## config.mk

```make
export PLATFORM = sky130hd
export DESIGN_NAME = dfa_token_scanner_flat
export DESIGN_NICKNAME = d
export VERILOG_FILES = /design/src/design/dts_pkg.sv /design/src/design/dts_in_if.sv /design/src/design/dts_out_if.sv /design/src/design/dts_front.sv /design/src/design/dts_back.sv /design/src/design/dfa_token_scanner.sv /design/src/flat_wrapper.sv
export SDC_FILE = /design/constraint.sdc
export NUM_CORES = 1
export LEC_CHECK = 0
export BUFFER_PORTS_ARGS = -buffer_cell sky130_fd_sc_hd__buf_4
export CAP_MARGIN = 0
export CORE_MARGIN = 3
export CORE_UTILIZATION = 64
export CTS_CLUSTER_SIZE = 12
export DETAILED_ROUTE_END_ITERATION = 10
export GPL_TIMING_DRIVEN = 0
export MAX_ROUTING_LAYER = met4
export PLACE_DENSITY = 0.89
export REMOVE_ABC_BUFFERS = 1
export SKIP_CTS_REPAIR_TIMING = 1
export SLEW_MARGIN = 20
export SYNTH_ARGS = -nofsm -noshare
export SYNTH_HDL_FRONTEND = slang
export SYNTH_SLANG_ARGS = --single-unit
```

## constraint.sdc

```tcl
create_clock -name i_clk -period 7.85 [get_ports i_clk]
set_input_delay 0.3925 -clock i_clk [delete_from_list [all_inputs] [get_ports i_clk]]
set_output_delay 0.3925 -clock i_clk [all_outputs]
set_load 0.005 [all_outputs]
```

## src/design/dts_pkg.sv

```systemverilog
// ----------------------------------------------------------------------------
// dts_pkg
// Types, constants and scanner tables shared by the token scanner modules.
// ----------------------------------------------------------------------------
package dts_pkg;

    localparam int MAX_TOKEN   = 64;
    localparam int PTR_W       = $clog2(MAX_TOKEN);
    localparam int FILL_W      = PTR_W + 1;
    localparam int MAX_RESULTS = 64;
    localparam int CHAIN_MAX   = 8;

    localparam logic [6:0] JAM_BASE       = 7'd70;
    localparam logic [5:0] JAM_STATE      = 6'd44;
    localparam logic [5:0] FIRST_TEMPLATE = 6'd45;
    localparam logic [5:0] NSTATES        = 6'd47;
    localparam logic [7:0] NSLOTS         = 8'd97;
    localparam logic [3:0] NO_ACTION      = 4'd0;
    localparam logic [3:0] EOF_ACTION     = 4'd11;

    typedef struct packed {
        logic [4:0] cls;
        logic       eoi;
    } t_qitem;

    typedef struct packed {
        logic [3:0] action;
        logic [6:0] token_length;
        logic       overflow;
    } t_result;

    typedef enum logic [2:0] {
        S_IDLE, S_ITEM, S_WALK, S_CUT, S_READ, S_LOAD, S_FLUSH, S_DONE
    } t_bstate;

    localparam logic [4:0] LETTER_CLASS [0:28] = '{
        5'd10, 5'd11, 5'd12, 5'd13, 5'd14, 5'd15, 5'd16, 5'd17, 5'd18, 5'd10,
        5'd10, 5'd10, 5'd10, 5'd19, 5'd20, 5'd21, 5'd10, 5'd22, 5'd10, 5'd23,
        5'd24, 5'd10, 5'd10, 5'd10, 5'd10, 5'd10, 5'd25, 5'd1, 5'd26
    };

    localparam logic [4:0] PUNCT_CLASS [0:5] = '{5'd4, 5'd5, 5'd1, 5'd6, 5'd7, 5'd8};

    localparam logic [1:0] META_OF [0:26] = '{
        2'd0, 2'd1, 2'd1, 2'd2, 2'd1, 2'd1, 2'd1, 2'd1, 2'd1, 2'd3, 2'd3, 2'd3,
        2'd3, 2'd3, 2'd3, 2'd3, 2'd3, 2'd3, 2'd3, 2'd3, 2'd3, 2'd3, 2'd3, 2'd3,
        2'd3, 2'd2, 2'd1
    };

    localparam logic [3:0] ACTION_OF [0:44] = '{
        4'd0, 4'd0, 4'd0, 4'd10, 4'd8, 4'd7, 4'd7, 4'd5, 4'd1, 4'd4, 4'd4, 4'd4,
        4'd4, 4'd4, 4'd4, 4'd4, 4'd8, 4'd7, 4'd2, 4'd1, 4'd4, 4'd4, 4'd4, 4'd4,
        4'd3, 4'd4, 4'd4, 4'd0, 4'd6, 4'd2, 4'd4, 4'd4, 4'd4, 4'd4, 4'd4, 4'd4,
        4'd4, 4'd4, 4'd4, 4'd4, 4'd4, 4'd4, 4'd4, 4'd4, 4'd0
    };

    localparam logic [6:0] BASE_OF [0:46] = '{
        7'd0, 7'd0, 7'd0, 7'd69, 7'd70, 7'd25, 7'd27, 7'd70, 7'd24, 7'd0, 7'd54,
        7'd48, 7'd42, 7'd50, 7'd42, 7'd46, 7'd36, 7'd32, 7'd52, 7'd29, 7'd0,
        7'd44, 7'd46, 7'd39, 7'd0, 7'd37, 7'd42, 7'd29, 7'd70, 7'd45, 7'd35,
        7'd40, 7'd39, 7'd31, 7'd30, 7'd25, 7'd33, 7'd28, 7'd32, 7'd24, 7'd19,
        7'd23, 7'd18, 7'd23, 7'd70, 7'd29, 7'd38
    };

    localparam logic [5:0] DEFAULT_OF [0:46] = '{
        6'd0, 6'd44, 6'd1, 6'd44, 6'd44, 6'd44, 6'd44, 6'd44, 6'd44, 6'd45, 6'd45,
        6'd45, 6'd45, 6'd45, 6'd45, 6'd45, 6'd46, 6'd44, 6'd44, 6'd44, 6'd45,
        6'd45, 6'd45, 6'd45, 6'd45, 6'd45, 6'd45, 6'd46, 6'd44, 6'd44, 6'd45,
        6'd45, 6'd45, 6'd45, 6'd45, 6'd45, 6'd45, 6'd45, 6'd45, 6'd45, 6'd45,
        6'd45, 6'd45, 6'd45, 6'd0, 6'd44, 6'd44
    };

    localparam logic [5:0] NEXT_OF [0:96] = '{
        6'd0, 6'd4, 6'd5, 6'd6, 6'd7, 6'd7, 6'd7, 6'd4, 6'd7, 6'd8, 6'd9, 6'd10,
        6'd9, 6'd9, 6'd11, 6'd12, 6'd9, 6'd9, 6'd13, 6'd9, 6'd9, 6'd14, 6'd9,
        6'd15, 6'd9, 6'd16, 6'd4, 6'd17, 6'd17, 6'd17, 6'd17, 6'd18, 6'd20,
        6'd19, 6'd17, 6'd17, 6'd18, 6'd24, 6'd19, 6'd27, 6'd43, 6'd27, 6'd24,
        6'd42, 6'd41, 6'd40, 6'd39, 6'd38, 6'd37, 6'd24, 6'd24, 6'd36, 6'd35,
        6'd34, 6'd29, 6'd28, 6'd33, 6'd32, 6'd31, 6'd24, 6'd30, 6'd29, 6'd28,
        6'd26, 6'd25, 6'd24, 6'd23, 6'd22, 6'd21, 6'd44, 6'd3, 6'd44, 6'd44,
        6'd44, 6'd44, 6'd44, 6'd44, 6'd44, 6'd44, 6'd44, 6'd44, 6'd44, 6'd44,
        6'd44, 6'd44, 6'd44, 6'd44, 6'd44, 6'd44, 6'd44, 6'd44, 6'd44, 6'd44,
        6'd44, 6'd44, 6'd44, 6'd44
    };

    localparam logic [5:0] OWNER_OF [0:96] = '{
        6'd0, 6'd1, 6'd1, 6'd1, 6'd1, 6'd1, 6'd1, 6'd1, 6'd1, 6'd1, 6'd1, 6'd1,
        6'd1, 6'd1, 6'd1, 6'd1, 6'd1, 6'd1, 6'd1, 6'd1, 6'd1, 6'd1, 6'd1, 6'd1,
        6'd1, 6'd1, 6'd1, 6'd5, 6'd5, 6'd6, 6'd6, 6'd8, 6'd45, 6'd8, 6'd17,
        6'd17, 6'd19, 6'd43, 6'd19, 6'd46, 6'd42, 6'd46, 6'd41, 6'd40, 6'd39,
        6'd38, 6'd37, 6'd36, 6'd35, 6'd34, 6'd33, 6'd32, 6'd31, 6'd30, 6'd29,
        6'd27, 6'd26, 6'd25, 6'd23, 6'd22, 6'd21, 6'd18, 6'd16, 6'd15, 6'd14,
        6'd13, 6'd12, 6'd11, 6'd10, 6'd3, 6'd44, 6'd44, 6'd44, 6'd44, 6'd44,
        6'd44, 6'd44, 6'd44, 6'd44, 6'd44, 6'd44, 6'd44, 6'd44, 6'd44, 6'd44,
        6'd44, 6'd44, 6'd44, 6'd44, 6'd44, 6'd44, 6'd44, 6'd44, 6'd44, 6'd44,
        6'd44, 6'd44
    };

    function automatic logic [4:0] byte_class(input logic [7:0] b);
        logic [4:0] c;
        c = 5'd1;
        if (b == 8'd0) begin
            c = 5'd0;
        end else if (b == 8'd9 || b == 8'd32) begin
            c = 5'd2;
        end else if (b == 8'd10) begin
            c = 5'd3;
        end else if (b >= 8'd42 && b <= 8'd47) begin
            c = PUNCT_CLASS[3'(b - 8'd42)];
        end else if (b >= 8'd48 && b <= 8'd57) begin
            c = 5'd9;
        end else if (b >= 8'd97 && b <= 8'd125) begin
            c = LETTER_CLASS[5'(b - 8'd97)];
        end
        return c;
    endfunction

    function automatic logic [3:0] action_of(input logic [5:0] s);
        return (s < FIRST_TEMPLATE) ? ACTION_OF[s] : NO_ACTION;
    endfunction

    function automatic logic [6:0] base_of(input logic [5:0] s);
        return (s < NSTATES) ? BASE_OF[s] : 7'd0;
    endfunction

endpackage

```

## src/design/dts_in_if.sv

```systemverilog
// ----------------------------------------------------------------------------
// dts_in_if
// Input channel of the token scanner: one raw byte or an end mark per item.
// ----------------------------------------------------------------------------
interface dts_in_if;
    logic       valid;
    logic       ready;
    logic [7:0] byte_in;
    logic       end_of_input;

    modport source (output valid, output byte_in, output end_of_input, input ready);
    modport sink   (input valid, input byte_in, input end_of_input, output ready);
endinterface

```

## src/design/dts_out_if.sv

```systemverilog
// ----------------------------------------------------------------------------
// dts_out_if
// Result channel of the token scanner: one reported token per item.
// ----------------------------------------------------------------------------
interface dts_out_if;
    logic       valid;
    logic       ready;
    logic [3:0] action;
    logic [6:0] token_length;
    logic       overflow;
    logic       last;

    modport source (output valid, output action, output token_length, output overflow,
                    output last, input ready);
    modport sink   (input valid, input action, input token_length, input overflow,
                    input last, output ready);
endinterface

```

## src/design/dts_front.sv

```systemverilog
// ----------------------------------------------------------------------------
// dts_front
// Accepts input items, maps each byte to its class and holds them in a
// two-entry queue for the scanning engine.
// ----------------------------------------------------------------------------
module dts_front
    import dts_pkg::*;
(
    input  logic   i_clk,
    input  logic   i_rst_n,
    dts_in_if.sink i_in,
    output logic   o_q_valid,
    output t_qitem o_q_item,
    input  logic   i_q_ready
);

    t_qitem     r_buf [0:1];
    logic       r_wp;
    logic       r_rp;
    logic [1:0] r_cnt;
    logic       push;
    logic       pop;

    assign i_in.ready = (r_cnt != 2'd2);
    assign push       = i_in.valid && i_in.ready;
    assign o_q_valid  = (r_cnt != 2'd0);
    assign o_q_item   = r_buf[r_rp];
    assign pop        = o_q_valid && i_q_ready;

    always_ff @(posedge i_clk) begin
        if (push) begin
            r_buf[r_wp] <= '{cls: byte_class(i_in.byte_in), eoi: i_in.end_of_input};
        end
    end

    always_ff @(posedge i_clk) begin
        if (!i_rst_n) begin
            r_wp  <= 1'b0;
            r_rp  <= 1'b0;
            r_cnt <= 2'd0;
        end else begin
            if (push) begin
                r_wp <= ~r_wp;
            end
            if (pop) begin
                r_rp <= ~r_rp;
            end
            r_cnt <= r_cnt + 2'(push) - 2'(pop);
        end
    end

endmodule

```

## src/design/dts_back.sv

```systemverilog
// ----------------------------------------------------------------------------
// dts_back
// Scanning engine: walks the compressed tables one chain step per cycle,
// buffers token classes in a ring memory, resolves longest matches, rescans
// read-ahead bytes and delivers results through an output register.
// ----------------------------------------------------------------------------
module dts_back
    import dts_pkg::*;
(
    input  logic       i_clk,
    input  logic       i_rst_n,
    input  logic       i_cfg_we,
    input  logic [1:0] i_cfg_wdata,
    input  logic       i_q_valid,
    input  t_qitem     i_q_item,
    output logic       o_q_ready,
    dts_out_if.source  o_out
);

    t_bstate           r_state, n_state;
    logic [1:0]        r_start;
    logic [5:0]        r_dfa, n_dfa;
    logic [5:0]        r_acc, n_acc;
    logic [FILL_W-1:0] r_acclen, n_acclen;
    logic [FILL_W-1:0] r_fill, n_fill;
    logic [PTR_W-1:0]  r_head, n_head;
    logic [FILL_W-1:0] r_pos, n_pos;
    logic [5:0]        r_ws, n_ws;
    logic [4:0]        r_wc, n_wc;
    logic [2:0]        r_guard, n_guard;
    logic              r_flush, n_flush;
    logic [4:0]        r_icls, n_icls;
    logic              r_ieoi, n_ieoi;
    logic [6:0]        r_nres, n_nres;
    logic              r_pend_v, n_pend_v;
    t_result           r_pend, n_pend;
    logic              r_ovalid;
    t_result           r_out;
    logic              r_olast;
    logic [4:0]        r_mem [0:MAX_TOKEN-1];
    logic [4:0]        r_rdata;

    logic [5:0]        entry;
    logic              out_free;
    logic              put_req;
    t_result           put_res;
    logic              fin_req;
    logic              stall;
    logic              push;
    logic              push_last;
    logic              mem_we;
    logic [PTR_W-1:0]  mem_waddr;
    logic [PTR_W-1:0]  mem_raddr;
    logic [7:0]        w_slot;
    logic              w_hit;
    logic              w_done;
    logic [5:0]        w_res;
    logic [5:0]        w_ns;
    logic [4:0]        w_nc;
    logic              w_jam;
    logic [3:0]        c_act;
    logic [FILL_W-1:0] c_len;
    logic [3:0]        o_act;
    logic [4:0]        feed_cls;

    assign entry     = (r_start == 2'd2) ? 6'd2 : 6'd1;
    assign out_free  = !r_ovalid || o_out.ready;
    assign o_q_ready = (r_state == S_IDLE);
    assign mem_waddr = r_head + r_fill[PTR_W-1:0];
    assign mem_raddr = r_head + r_pos[PTR_W-1:0];
    assign mem_we    = (r_state == S_ITEM) && !r_ieoi && (r_fill < FILL_W'(MAX_TOKEN));
    assign feed_cls  = (r_state == S_ITEM) ? r_icls : r_rdata;

    always_comb begin
        w_slot = {1'b0, base_of(r_ws)} + {3'b000, r_wc};
        w_hit  = (r_ws < NSTATES) && (w_slot < NSLOTS) && (OWNER_OF[w_slot[6:0]] == r_ws);
        w_ns   = (r_ws < NSTATES) ? DEFAULT_OF[r_ws] : JAM_STATE;
        w_nc   = (w_ns >= FIRST_TEMPLATE) ? {3'b000, META_OF[r_wc]} : r_wc;
        w_done = 1'b1;
        w_res  = JAM_STATE;
        if (r_ws >= NSTATES) begin
            w_res = JAM_STATE;
        end else if (w_hit) begin
            w_res = NEXT_OF[w_slot[6:0]];
        end else if (r_guard != 3'(CHAIN_MAX - 1)) begin
            w_done = 1'b0;
        end
        w_jam = (base_of(w_res) == JAM_BASE);
    end

    always_comb begin
        c_act = action_of(r_dfa);
        c_len = r_pos;
        if (c_act == NO_ACTION) begin
            c_act = action_of(r_acc);
            c_len = r_acclen;
        end
        if (c_len == '0 || c_len > r_pos || c_len > r_fill) begin
            c_act = NO_ACTION;
            c_len = FILL_W'(1);
        end
        if (c_len > r_fill) begin
            c_len = r_fill;
        end
        o_act = (action_of(r_dfa) != NO_ACTION) ? action_of(r_dfa) : action_of(r_acc);
    end

    always_comb begin
        put_req = 1'b0;
        put_res = '{action: NO_ACTION, token_length: 7'd0, overflow: 1'b0};
        fin_req = 1'b0;
        unique case (r_state)
            S_ITEM: begin
                if (!r_ieoi && r_fill >= FILL_W'(MAX_TOKEN)) begin
                    put_req = 1'b1;
                    put_res = '{action: o_act, token_length: 7'(r_fill), overflow: 1'b1};
                end
            end
            S_CUT: begin
                put_req = 1'b1;
                put_res = '{action: c_act, token_length: 7'(c_len), overflow: 1'b0};
            end
            S_FLUSH: begin
                if (r_fill == '0) begin
                    put_req = 1'b1;
                    put_res = '{action: EOF_ACTION, token_length: 7'd0, overflow: 1'b0};
                end
            end
            S_DONE:  fin_req = r_pend_v;
            default: ;
        endcase
        stall     = ((put_req && r_nres < 7'(MAX_RESULTS)) || fin_req) && r_pend_v && !out_free;
        push      = !stall && r_pend_v &&
                    ((put_req && r_nres < 7'(MAX_RESULTS)) || fin_req);
        push_last = fin_req;
    end

    always_comb begin
        n_state = r_state;
        unique case (r_state)
            S_IDLE: begin
                if (i_q_valid) begin
                    n_state = S_ITEM;
                end
            end
            S_ITEM: begin
                if (r_ieoi) begin
                    n_state = S_FLUSH;
                end else if (r_fill < FILL_W'(MAX_TOKEN)) begin
                    n_state = S_WALK;
                end
            end
            S_WALK: begin
                if (w_done) begin
                    n_state = w_jam ? S_CUT : S_READ;
                end
            end
            S_CUT: begin
                if (!stall) begin
                    n_state = S_READ;
                end
            end
            S_READ: begin
                if (r_pos < r_fill) begin
                    n_state = S_LOAD;
                end else begin
                    n_state = r_flush ? S_FLUSH : S_DONE;
                end
            end
            S_LOAD:  n_state = S_WALK;
            S_FLUSH: begin
                if (r_fill != '0) begin
                    n_state = S_CUT;
                end else if (!stall) begin
                    n_state = S_DONE;
                end
            end
            S_DONE: begin
                if (!stall) begin
                    n_state = S_IDLE;
                end
            end
            default: n_state = S_IDLE;
        endcase
    end

    always_comb begin
        n_dfa    = r_dfa;
        n_acc    = r_acc;
        n_acclen = r_acclen;
        n_fill   = r_fill;
        n_head   = r_head;
        n_pos    = r_pos;
        n_ws     = r_ws;
        n_wc     = r_wc;
        n_guard  = r_guard;
        n_flush  = r_flush;
        n_icls   = r_icls;
        n_ieoi   = r_ieoi;
        n_nres   = r_nres;
        n_pend_v = r_pend_v;
        n_pend   = r_pend;
        unique case (r_state)
            S_IDLE: begin
                n_icls  = i_q_item.cls;
                n_ieoi  = i_q_item.eoi;
                n_nres  = 7'd0;
                n_flush = 1'b0;
            end
            S_ITEM: begin
                if (r_ieoi) begin
                    n_flush = 1'b1;
                end else if (r_fill >= FILL_W'(MAX_TOKEN)) begin
                    if (!stall) begin
                        n_head   = r_head + r_fill[PTR_W-1:0];
                        n_fill   = '0;
                        n_dfa    = entry;
                        n_acc    = 6'd0;
                        n_acclen = '0;
                    end
                end else begin
                    n_fill = r_fill + FILL_W'(1);
                    n_pos  = r_fill;
                end
            end
            S_WALK: begin
                if (w_done) begin
                    n_dfa = w_res;
                    n_pos = r_pos + FILL_W'(1);
                end else begin
                    n_ws    = w_ns;
                    n_wc    = w_nc;
                    n_guard = r_guard + 3'd1;
                end
            end
            S_CUT: begin
                if (!stall) begin
                    n_head   = r_head + c_len[PTR_W-1:0];
                    n_fill   = r_fill - c_len;
                    n_dfa    = entry;
                    n_acc    = 6'd0;
                    n_acclen = '0;
                    n_pos    = '0;
                end
            end
            S_FLUSH: begin
                if (r_fill != '0) begin
                    n_pos = r_fill;
                end else if (!stall) begin
                    n_dfa    = entry;
                    n_acc    = 6'd0;
                    n_acclen = '0;
                end
            end
            S_DONE: begin
                if (!stall) begin
                    n_pend_v = 1'b0;
                end
            end
            default: ;
        endcase
        if ((r_state == S_ITEM && !r_ieoi && r_fill < FILL_W'(MAX_TOKEN)) ||
            r_state == S_LOAD) begin
            if (action_of(r_dfa) != NO_ACTION) begin
                n_acc    = r_dfa;
                n_acclen = (r_state == S_ITEM) ? r_fill : r_pos;
            end
            n_ws    = r_dfa;
            n_wc    = feed_cls;
            n_guard = 3'd0;
        end
        if (put_req && !stall && r_nres < 7'(MAX_RESULTS)) begin
            n_pend   = put_res;
            n_pend_v = 1'b1;
            n_nres   = r_nres + 7'd1;
        end
    end

    always_ff @(posedge i_clk) begin
        if (mem_we) begin
            r_mem[mem_waddr] <= r_icls;
        end
        r_rdata <= r_mem[mem_raddr];
    end

    always_ff @(posedge i_clk) begin
        r_pos    <= n_pos;
        r_ws     <= n_ws;
        r_wc     <= n_wc;
        r_guard  <= n_guard;
        r_icls   <= n_icls;
        r_ieoi   <= n_ieoi;
        r_nres   <= n_nres;
        r_pend   <= n_pend;
        r_flush  <= n_flush;
        if (push) begin
            r_out   <= r_pend;
            r_olast <= push_last;
        end
    end

    always_ff @(posedge i_clk) begin
        if (!i_rst_n) begin
            r_state  <= S_IDLE;
            r_start  <= 2'd1;
            r_dfa    <= 6'd1;
            r_acc    <= 6'd0;
            r_acclen <= '0;
            r_fill   <= '0;
            r_head   <= '0;
            r_pend_v <= 1'b0;
            r_ovalid <= 1'b0;
        end else begin
            r_state  <= n_state;
            r_dfa    <= n_dfa;
            r_acc    <= n_acc;
            r_acclen <= n_acclen;
            r_fill   <= n_fill;
            r_head   <= n_head;
            r_pend_v <= n_pend_v;
            if (i_cfg_we) begin
                r_start <= i_cfg_wdata;
            end
            if (push) begin
                r_ovalid <= 1'b1;
            end else if (o_out.ready) begin
                r_ovalid <= 1'b0;
            end
        end
    end

    assign o_out.valid        = r_ovalid;
    assign o_out.action       = r_out.action;
    assign o_out.token_length = r_out.token_length;
    assign o_out.overflow     = r_out.overflow;
    assign o_out.last         = r_olast;

endmodule

```

## src/design/dfa_token_scanner.sv

```systemverilog
// ----------------------------------------------------------------------------
// dfa_token_scanner
// Longest-match table-driven token scanner with a classifying front end,
// a short queue and a sequenced scanning engine.
// ----------------------------------------------------------------------------
//  Channel   Direction  Item
//  i_in      in         byte_in, end_of_input
//  o_out     out        action, token_length, overflow, last
//  i_cfg_*   in         entry state write
//
// A byte walks one to eight default-chain steps in the single table-walk
// unit. A jam adds a cut and a rescan of each read-ahead byte, read from
// the token ring memory. Reset is synchronous and clears the state, entry
// state, match, ring and valid registers. A stalled result
// output holds the engine only when a further result must be handed over.
module dfa_token_scanner
    import dts_pkg::*;
(
    input  logic       i_clk,
    input  logic       i_rst_n,
    input  logic       i_cfg_we,
    input  logic [1:0] i_cfg_wdata,
    dts_in_if.sink     i_in,
    dts_out_if.source  o_out
);

    logic   q_valid;
    logic   q_ready;
    t_qitem q_item;

    dts_front u_front (
        .i_clk     (i_clk),
        .i_rst_n   (i_rst_n),
        .i_in      (i_in),
        .o_q_valid (q_valid),
        .o_q_item  (q_item),
        .i_q_ready (q_ready)
    );

    dts_back u_back (
        .i_clk       (i_clk),
        .i_rst_n     (i_rst_n),
        .i_cfg_we    (i_cfg_we),
        .i_cfg_wdata (i_cfg_wdata),
        .i_q_valid   (q_valid),
        .i_q_item    (q_item),
        .o_q_ready   (q_ready),
        .o_out       (o_out)
    );

`ifndef SYNTH
    a_len_range: assert property (@(posedge i_clk) disable iff (!i_rst_n)
        o_out.valid |-> o_out.token_length <= 7'(MAX_TOKEN))
        else $error("token length beyond buffer depth");

    a_act_range: assert property (@(posedge i_clk) disable iff (!i_rst_n)
        o_out.valid |-> o_out.action <= EOF_ACTION)
        else $error("action code out of range");

    a_eof_form: assert property (@(posedge i_clk) disable iff (!i_rst_n)
        (o_out.valid && o_out.action == EOF_ACTION) |->
        (o_out.token_length == 7'd0 && !o_out.overflow && o_out.last))
        else $error("malformed end-of-input result");
`endif

endmodule
```

## src/flat_wrapper.sv

```systemverilog
// flat-port wrapper written by rule: the top's interface ports become plain ports
module dfa_token_scanner_flat import dts_pkg::*;
  (i_clk, i_rst_n, i_cfg_we, i_cfg_wdata, i_in_valid, i_in_byte_in, i_in_end_of_input, i_in_ready, o_out_valid, o_out_action, o_out_token_length, o_out_overflow, o_out_last, o_out_ready);
  dts_in_if i_in_i ();
  dts_out_if o_out_i ();
  input  logic i_clk;
  input  logic i_rst_n;
  input  logic i_cfg_we;
  input  logic [1:0] i_cfg_wdata;
  input wire logic [$bits(i_in_i.valid)-1:0] i_in_valid;
  input wire logic [$bits(i_in_i.byte_in)-1:0] i_in_byte_in;
  input wire logic [$bits(i_in_i.end_of_input)-1:0] i_in_end_of_input;
  output wire logic [$bits(i_in_i.ready)-1:0] i_in_ready;
  output wire logic [$bits(o_out_i.valid)-1:0] o_out_valid;
  output wire logic [$bits(o_out_i.action)-1:0] o_out_action;
  output wire logic [$bits(o_out_i.token_length)-1:0] o_out_token_length;
  output wire logic [$bits(o_out_i.overflow)-1:0] o_out_overflow;
  output wire logic [$bits(o_out_i.last)-1:0] o_out_last;
  input wire logic [$bits(o_out_i.ready)-1:0] o_out_ready;
  assign i_in_i.valid = i_in_valid;
  assign i_in_i.byte_in = i_in_byte_in;
  assign i_in_i.end_of_input = i_in_end_of_input;
  assign i_in_ready = i_in_i.ready;
  assign o_out_valid = o_out_i.valid;
  assign o_out_action = o_out_i.action;
  assign o_out_token_length = o_out_i.token_length;
  assign o_out_overflow = o_out_i.overflow;
  assign o_out_last = o_out_i.last;
  assign o_out_i.ready = o_out_ready;
  dfa_token_scanner u_core (.i_clk(i_clk), .i_rst_n(i_rst_n), .i_cfg_we(i_cfg_we), .i_cfg_wdata(i_cfg_wdata), .i_in(i_in_i), .o_out(o_out_i));
endmodule
```

# Word-level counts from Yosys, hierarchy flattened
# Memories as Yosys holds them, arrays and structs flattened. A register that Yosys moved wholly into a read port is not among the register bits.
# Index checks and enable logic that the tools add are counted.
dict set report word_totals {
  ff_bits 97
  latchBits 0
  ramBits 332
  rom_bits 3592
  input_bits 16
  out_inout_bits 15
  wordCells 293
  mem_count 12
}
dict set report op_classes {
  add_sub_neg 13
  mul 0
  n_div 0
  n_lt_le_gt_ge 28
  eq_ne 31
  n_shift 0
  muxes 120
  n_bitwise 11
  n_reduce_logical 53
}
# memory depth word_bits read_ports rd_ports_with_merged_regs wr line_no
set memory_table {}
lappend memory_table {{(name not given)} 128 6 1 0 0 dts_back.sv:84} ;# w_res = NEXT_OF[w_slot[6:0]];
lappend memory_table {{(name not given)} 128 6 1 0 0 dts_back.sv:76} ;# w_hit = (r_ws < NSTATES) && (w_slot < NSLOTS) && (OWNER_OF[w_slot[6:0]] == r_ws);
lappend memory_table {{(name not given)} 64 7 1 0 0 dts_pkg.sv:123} ;# return (s < NSTATES) ? BASE_OF[s] : 7'd0;
lappend memory_table {{(name not given)} 64 7 1 0 0 dts_pkg.sv:123}
lappend memory_table {{(name not given)} 64 6 1 0 0 dts_back.sv:77} ;# w_ns = (r_ws < NSTATES) ? DEFAULT_OF[r_ws] : JAM_STATE;
lappend memory_table {u_core.u_back.r_mem 64 5 1 1 1 dts_back.sv:40} ;# logic [4:0] r_mem [0:MAX_TOKEN-1];
lappend memory_table {{6 more memories} -- -- -- -- -- --}
# op count
set op_table {}
lappend op_table {{$mux W7} 26}
lappend op_table {{$mux W6} 27}
lappend op_table {{$mux W5} 16}
lappend op_table {{$mux W4} 9}
lappend op_table {{$pmux W12 S3} 1}
lappend op_table {{$ge A7 B7 Y1 const B} 5}
lappend op_table {{$not A6 Y7} 4}
lappend op_table {{$pmux W7 S4} 1}
lappend op_table {{$mux W3} 9}
lappend op_table {{$ge A6 B6 Y1 const B} 4}
lappend op_table {{$lt A6 B6 Y1 const B} 4}
lappend op_table {{$mux W12} 2}
lappend op_table {{$pmux W3 S8} 1}
lappend op_table {{$pmux W6 S4} 1}
lappend op_table {{$ne A2 B2 Y1 const B} 11}
lappend op_table {{$add A7 B1 Y7 const B} 3}
lappend op_table {{$gt A7 B7 Y1} 3}
lappend op_table {{$pmux W7 S3} 1}
lappend op_table {{$add A6 B6 Y6} 3}
lappend op_table {{$pmux W6 S3} 1}
lappend op_table {{$logic_and A1 B1 Y1} 17}
lappend op_table {{$mux W1} 17}
lappend op_table {{$eq A8 B4 Y1 const B} 2}
lappend op_table {{$ge A8 B6 Y1 const B} 2}
lappend op_table {{other kinds (47)} 86}

# Depth between registers and ports, before layout
dict set report logic_depth {
  ltp_word 23
  depth_mapped 41
  depth_no_buf 39
}

# Hierarchy
# From an unflattened synthesis, not the netlist that was laid out.
dict set report hier_totals {
  hier_cells 1852
  area_unflattened_um2 23246.0
}
# mod n_inst cells_per_inst area_each_um2
set modules_own_cells {}
lappend modules_own_cells {dts_back 1 1704 21852.2}
lappend modules_own_cells {dts_front 1 148 1393.8}

# Least setup slack after synthesis
# No wires, ideal clock.
dict set report synth_timing {
  path_type {reg2reg}
  start {register u_core.u_back.r_dfa[0]}
  end {register u_core.u_back.r_fill[5]}
  arrival_time_ps 6934
  t_required_ps 7732
  path_slack_ps 797
  path_stages_with_launch 42
  n_path_buf 2
  period_less_slack_ps 7053
  cell_sequence {dfxtp_1 inv_1 ha_1 inv_1 a21oi_1 a21oi_1 o21ai_0 a211o_1 nand2b_1 buf_1 mux2_2 ha_1 nor2b_1 o21a_1 o21a_1 o21a_1 o21a_1 o21a_1 [6 not listed] inv_1 a21o_1 a21oi_1 o21ai_0 nor2_1 nor2_1 mux2_2 inv_1 ha_1 a21o_1 a21o_1 a21oi_1 nor2_1 nor2_1 xor2_1 o32ai_1 a22oi_1 nor2b_1}
}
dict set report synth_between {
  elab_chain_len 16
  word_cells_on_any_way 19
  classes_between {1 x add/sub; 4 x order compare; 8 x mux; 1 x bitwise; 4 x reduce/logical; 1 x memory}
}
# element line_no
set synth_lines {}
lappend synth_lines {{start: declaration} dts_back.sv:22} ;# logic [5:0] r_dfa, n_dfa;
lappend synth_lines {{start signal: assignment} dts_back.sv:315} ;# r_dfa <= n_dfa;
lappend synth_lines {{$not A6 Y7 (implied by the code)} dts_pkg.sv:119} ;# return (s < FIRST_TEMPLATE) ? ACTION_OF[s] : NO_ACTION;
lappend synth_lines {{$mem_v2 Z64 W4} --}
lappend synth_lines {{$mux W4 (2 in a row)} --}
lappend synth_lines {{$mux W4 (*)} --}
lappend synth_lines {{$logic_not A4 Y1 (*)} dts_back.sv:94} ;# if (c_act == NO_ACTION) begin
lappend synth_lines {{$mux W7 (*)} dts_back.sv:94}
lappend synth_lines {{$gt A7 B7 Y1 / $logic_not A7 Y1 (equally long branches)} dts_back.sv:98} ;# if (c_len == '0 || c_len > r_pos || c_len > r_fill) begin
lappend synth_lines {{$logic_or A1 B1 Y1 (2 in a row)} dts_back.sv:98}
lappend synth_lines {{$mux W7 (*)} dts_back.sv:98}
lappend synth_lines {{$gt A7 B7 Y1} dts_back.sv:102} ;# if (c_len > r_fill) begin
lappend synth_lines {{$mux W7 (*)} dts_back.sv:102}
lappend synth_lines {{$sub A7 B7 Y7 (*)} dts_back.sv:239} ;# n_fill = r_fill - c_len;
lappend synth_lines {{$mux W7 (*)} dts_back.sv:237} ;# if (!stall) begin
lappend synth_lines {{$pmux W7 S2 (*)} dts_back.sv:203} ;# unique case (r_state)
lappend synth_lines {{end signal: assignment} dts_back.sv:318} ;# r_fill <= n_fill;
lappend synth_lines {{end: declaration} dts_back.sv:25} ;# logic [FILL_W-1:0] r_fill, n_fill;
# Every way passes the cells marked *; elsewhere a longest branch is shown, timed or not. The select of a mux whose other input is x is not followed.
# A chain may end at the register's enable or synchronous reset.

# Worst setup path in the final report
dict set report layout_timing {
  start {register u_core.u_back.r_dfa[1]}
  end {register u_core.u_back.r_head[5]}
}
dict set report layout_between {
  elab_chain_len 16
  word_cells_on_any_way 19
  classes_between {1 x add/sub; 4 x order compare; 8 x mux; 1 x bitwise; 4 x reduce/logical; 1 x memory}
}
# element line_no
set layout_lines {}
lappend layout_lines {{$not A6 Y7 (implied by the code)} dts_pkg.sv:119}
lappend layout_lines {{$mem_v2 Z64 W4} --}
lappend layout_lines {{$mux W4 (2 in a row)} --}
lappend layout_lines {{$mux W4 (*)} --}
lappend layout_lines {{$logic_not A4 Y1 (*)} dts_back.sv:94}
lappend layout_lines {{$mux W7 (*)} dts_back.sv:94}
lappend layout_lines {{$gt A7 B7 Y1 / $logic_not A7 Y1 (equally long branches)} dts_back.sv:98}
lappend layout_lines {{$logic_or A1 B1 Y1 (2 in a row)} dts_back.sv:98}
lappend layout_lines {{$mux W7 (*)} dts_back.sv:98}
lappend layout_lines {{$gt A7 B7 Y1} dts_back.sv:102}
lappend layout_lines {{$mux W7 (*)} dts_back.sv:102}
lappend layout_lines {{$add A6 B6 Y6 (*)} dts_back.sv:238} ;# n_head = r_head + c_len[PTR_W-1:0];
lappend layout_lines {{$mux W6 (*)} dts_back.sv:237}
lappend layout_lines {{$pmux W6 S2 (*)} dts_back.sv:203}
lappend layout_lines {{end signal: assignment} dts_back.sv:319} ;# r_head <= n_head;
lappend layout_lines {{end: declaration} dts_back.sv:26} ;# logic [PTR_W-1:0] r_head, n_head;
# Marks and branches as above.

==> out/metrics.cfg <==
[run_status]
outcome=finished clean

[critical_path]
crit_path_end_kind=flop
path_class=reg2reg
cp_slowest_cell=mux2_2
startpoint_type=flop
rr_startpoint=u_core.u_back.r_dfa[1]$_SDFFE_PN0P_
worst-path-max-fanout=10
worstPathRequired_ps=8290
rr_worst_depth=36
cp.arrival_ps=7920
ff2ff_setup_slack_ps=360
rr_endpoint=u_core.u_back.r_head[5]$_SDFFE_PN0P_
slowest_delay_ps=400
cp-startpoint=u_core.u_back.r_dfa[1]$_SDFFE_PN0P_

[cells_and_area]
final_area_mm2=0.02586
diodes=0
flow.area_growth_from_synthesis_pct=10.84
fillers=2124
final_layout_size_suffix_gt1_frac=0.1563
final_nets=2025

[clock_network]
root_buffer=clkbuf_16
cts_tree=yes
clock-sinks=440
cts_buffer_depth=3
numCtsBuffers=45
cts.htree.levels=2
insertion_delay_ps=600
path_clk_slew_ps=60

[route]
num_vias=17190
vias_per_cell=7.183
wl_per_cell_um=26.66
antenna_left=0
remaining_drc_errors=0
drt_wl_total_mm=63.81
first_iter_violations=2003
dr.pass1.iters=7

[sta]
tns_ps=0
worstMarginPinSlew_ps=1028
hold_viol_final=0
relSlewSlack=0.3149
maxSlewViolCount=0
fmax_mhz=133.6
setup_slack_ps=363.3
hold_slack_ps=20.40
fin_crit_sh=0.9537
fin_worst_skew_ps=27.68
finalSetupViolCount=0
min_period_ps=7487

[grt]
antenna_found_initial=0
grt_pass1_vias=16620
grt_pass1_wl_mm=96.80
grt_max_degree=48
overflow=0
grtUsageTotal=0.3357

[run]
cap_violations=0

[floorplan]
design.core.area_mm2=0.03574
die_x_um=196.9
core.rowCount=69
start_util=0.6528
die-area_mm2=0.03878
die_h_um=196.9
ios=31

[logic_synthesis]
async_reset_ff_frac=0
yosysWarnings=0
yosys_most_used_dff=edfxtp_1
netlist_area_mm2=0.02333
synth_area_leaders=edfxtp_1 (50%), mux4_2 (9.7%), ha_1 (5.5%)
synth_common_cells=edfxtp_1 (389), nor2_1 (155), nand2_1 (143)
synth_cell_type_count=89
ys_seq_area_frac=0.5444
synth.largest_area_cell=edfxtp_1
synth_seq_cells=440
synthCells=1868
synth_edf_count=389
yosysMostFrequentCell=edfxtp_1
avgSynthCellArea_um2=12.49
synth_top_area_share=0.5006

[hold_path]
whs_path_depth=3
hp-class=in2reg
hp-start=i_cfg_wdata[0]
hold_path_end=u_core.u_back.r_start[0]$_SDFFE_PN1P_

[placed_design]
gp_congestion=0.9629
dp_slack_ps=-1246
hpwl_mm=40.32
placed_area_mm2=0.02417
port_buffers=30

registers in the layout, summed over array words and instances (netlist names), 6 cells and up:
name                              cells
u_core.u_back.r_acc                   6
u_core.u_back.r_mem                 320
u_core.u_back.r_fill                  7
u_core.u_back.r_ws                    6
u_core.u_front.r_buf                 12
u_core.u_back.r_pend                 12
u_core.u_back.r_acclen                7
u_core.u_back.r_pos                   7
u_core.u_back.r_nres                  7
u_core.u_back.r_dfa                   6
u_core.u_back.o_out.token_length      7
u_core.u_back.r_head                  6
cells in the final DEF (no fill, tap or decap), drive strengths merged, types with 8 or more instances in the layout:
cell type,count
o211a,8
nor2b,49
a211oi,24
o31ai,10
nor3,37
clkinv,12
ha,102
a22oi,16
mux2,13
a211o,9
a31oi,11
and3,15
o211ai,20
o22ai,16
and2,14
nand2,143
edfxtp,389
nor4,12
inv,61
o21ai,90
a21oi,119
clkbuf,64
o21a,17
nand4,12
dfxtp,51
mux4,101
nand2b,26
o21bai,8
a21o,21
xnor2,31
mux2i,31
nand3,43
xor2,14
nor2,158
buf,78
layer usage:
layer | part of all wire | GRT usage
met4 | 0.051 | 0.1518
met3 | 0.10 | 0.05897
met5 | 0 | -
met2 | 0.49 | 0.5423
met1 | 0.35 | 0.4211
worst max-delay path by stage:
stage                                                  endpoint  slack (ps)  cells past startpoint
after CTS                 u_core.u_back.r_state[2]$_SDFFE_PN0P_       -1300                     26
after global placement    u_core.u_back.r_state[2]$_SDFFE_PN0P_       -1260                     26
final                      u_core.u_back.r_head[5]$_SDFFE_PN0P_         360                     36
after floorplan           u_core.u_back.r_state[2]$_SDFFE_PN0P_         540                     26
after detailed placement  u_core.u_back.r_state[2]$_SDFFE_PN0P_       -1250                     26
after global routing      u_core.u_back.r_state[2]$_SDFFE_PN0P_         -70                     28
stage by stage:
stage	util	cells
final	0.7236	2393
after global routing	0.7236	2393
after CTS	0.7140	2365
after detailed placement	0.6763	2288
after global placement	0.6636	2264
after floorplan	-	1773
cell families after synthesis:
kind of cell	share of synthesized area
xor gates and xnor gates	0.01684
AOI/OAI and AO/OA	0.1246
buffers and inverters	0.02810
and+or+nand+nor	0.1096
muxes	0.1171
adders and majority gates	0.05942
DFF	0.5444
critical path: cells and delay by family (launching register included):
kind / cells / cell delay, ps
buffers and inverters: 3 / 180
adders and majority gates: 4 / 1150
muxes: 2 / 750
DFF: 1 / 390
AOI/OAI and AO/OA: 19 / 3230
xor gates and xnor gates: 1 / 260
and+or+nand+nor: 7 / 1370
layout make-up:
cell class	count	area [um^2]	share of cell area
clock buffer	63	1204	0.04654
inverter	64	247.7	0.009579
timing repair inverter	1	5.005	0.0001935
sequential	440	12700	0.4912
tap	461	576.8	0.02230
multi-input combinational	1270	10150	0.3925
clock inverter	14	143.9	0.005564
timing repair buffer	80	830.8	0.03212
Power is left out: the tool's default activity adds up to more than one toggle a clock period on the data nets, which glitch-free logic cannot reach.
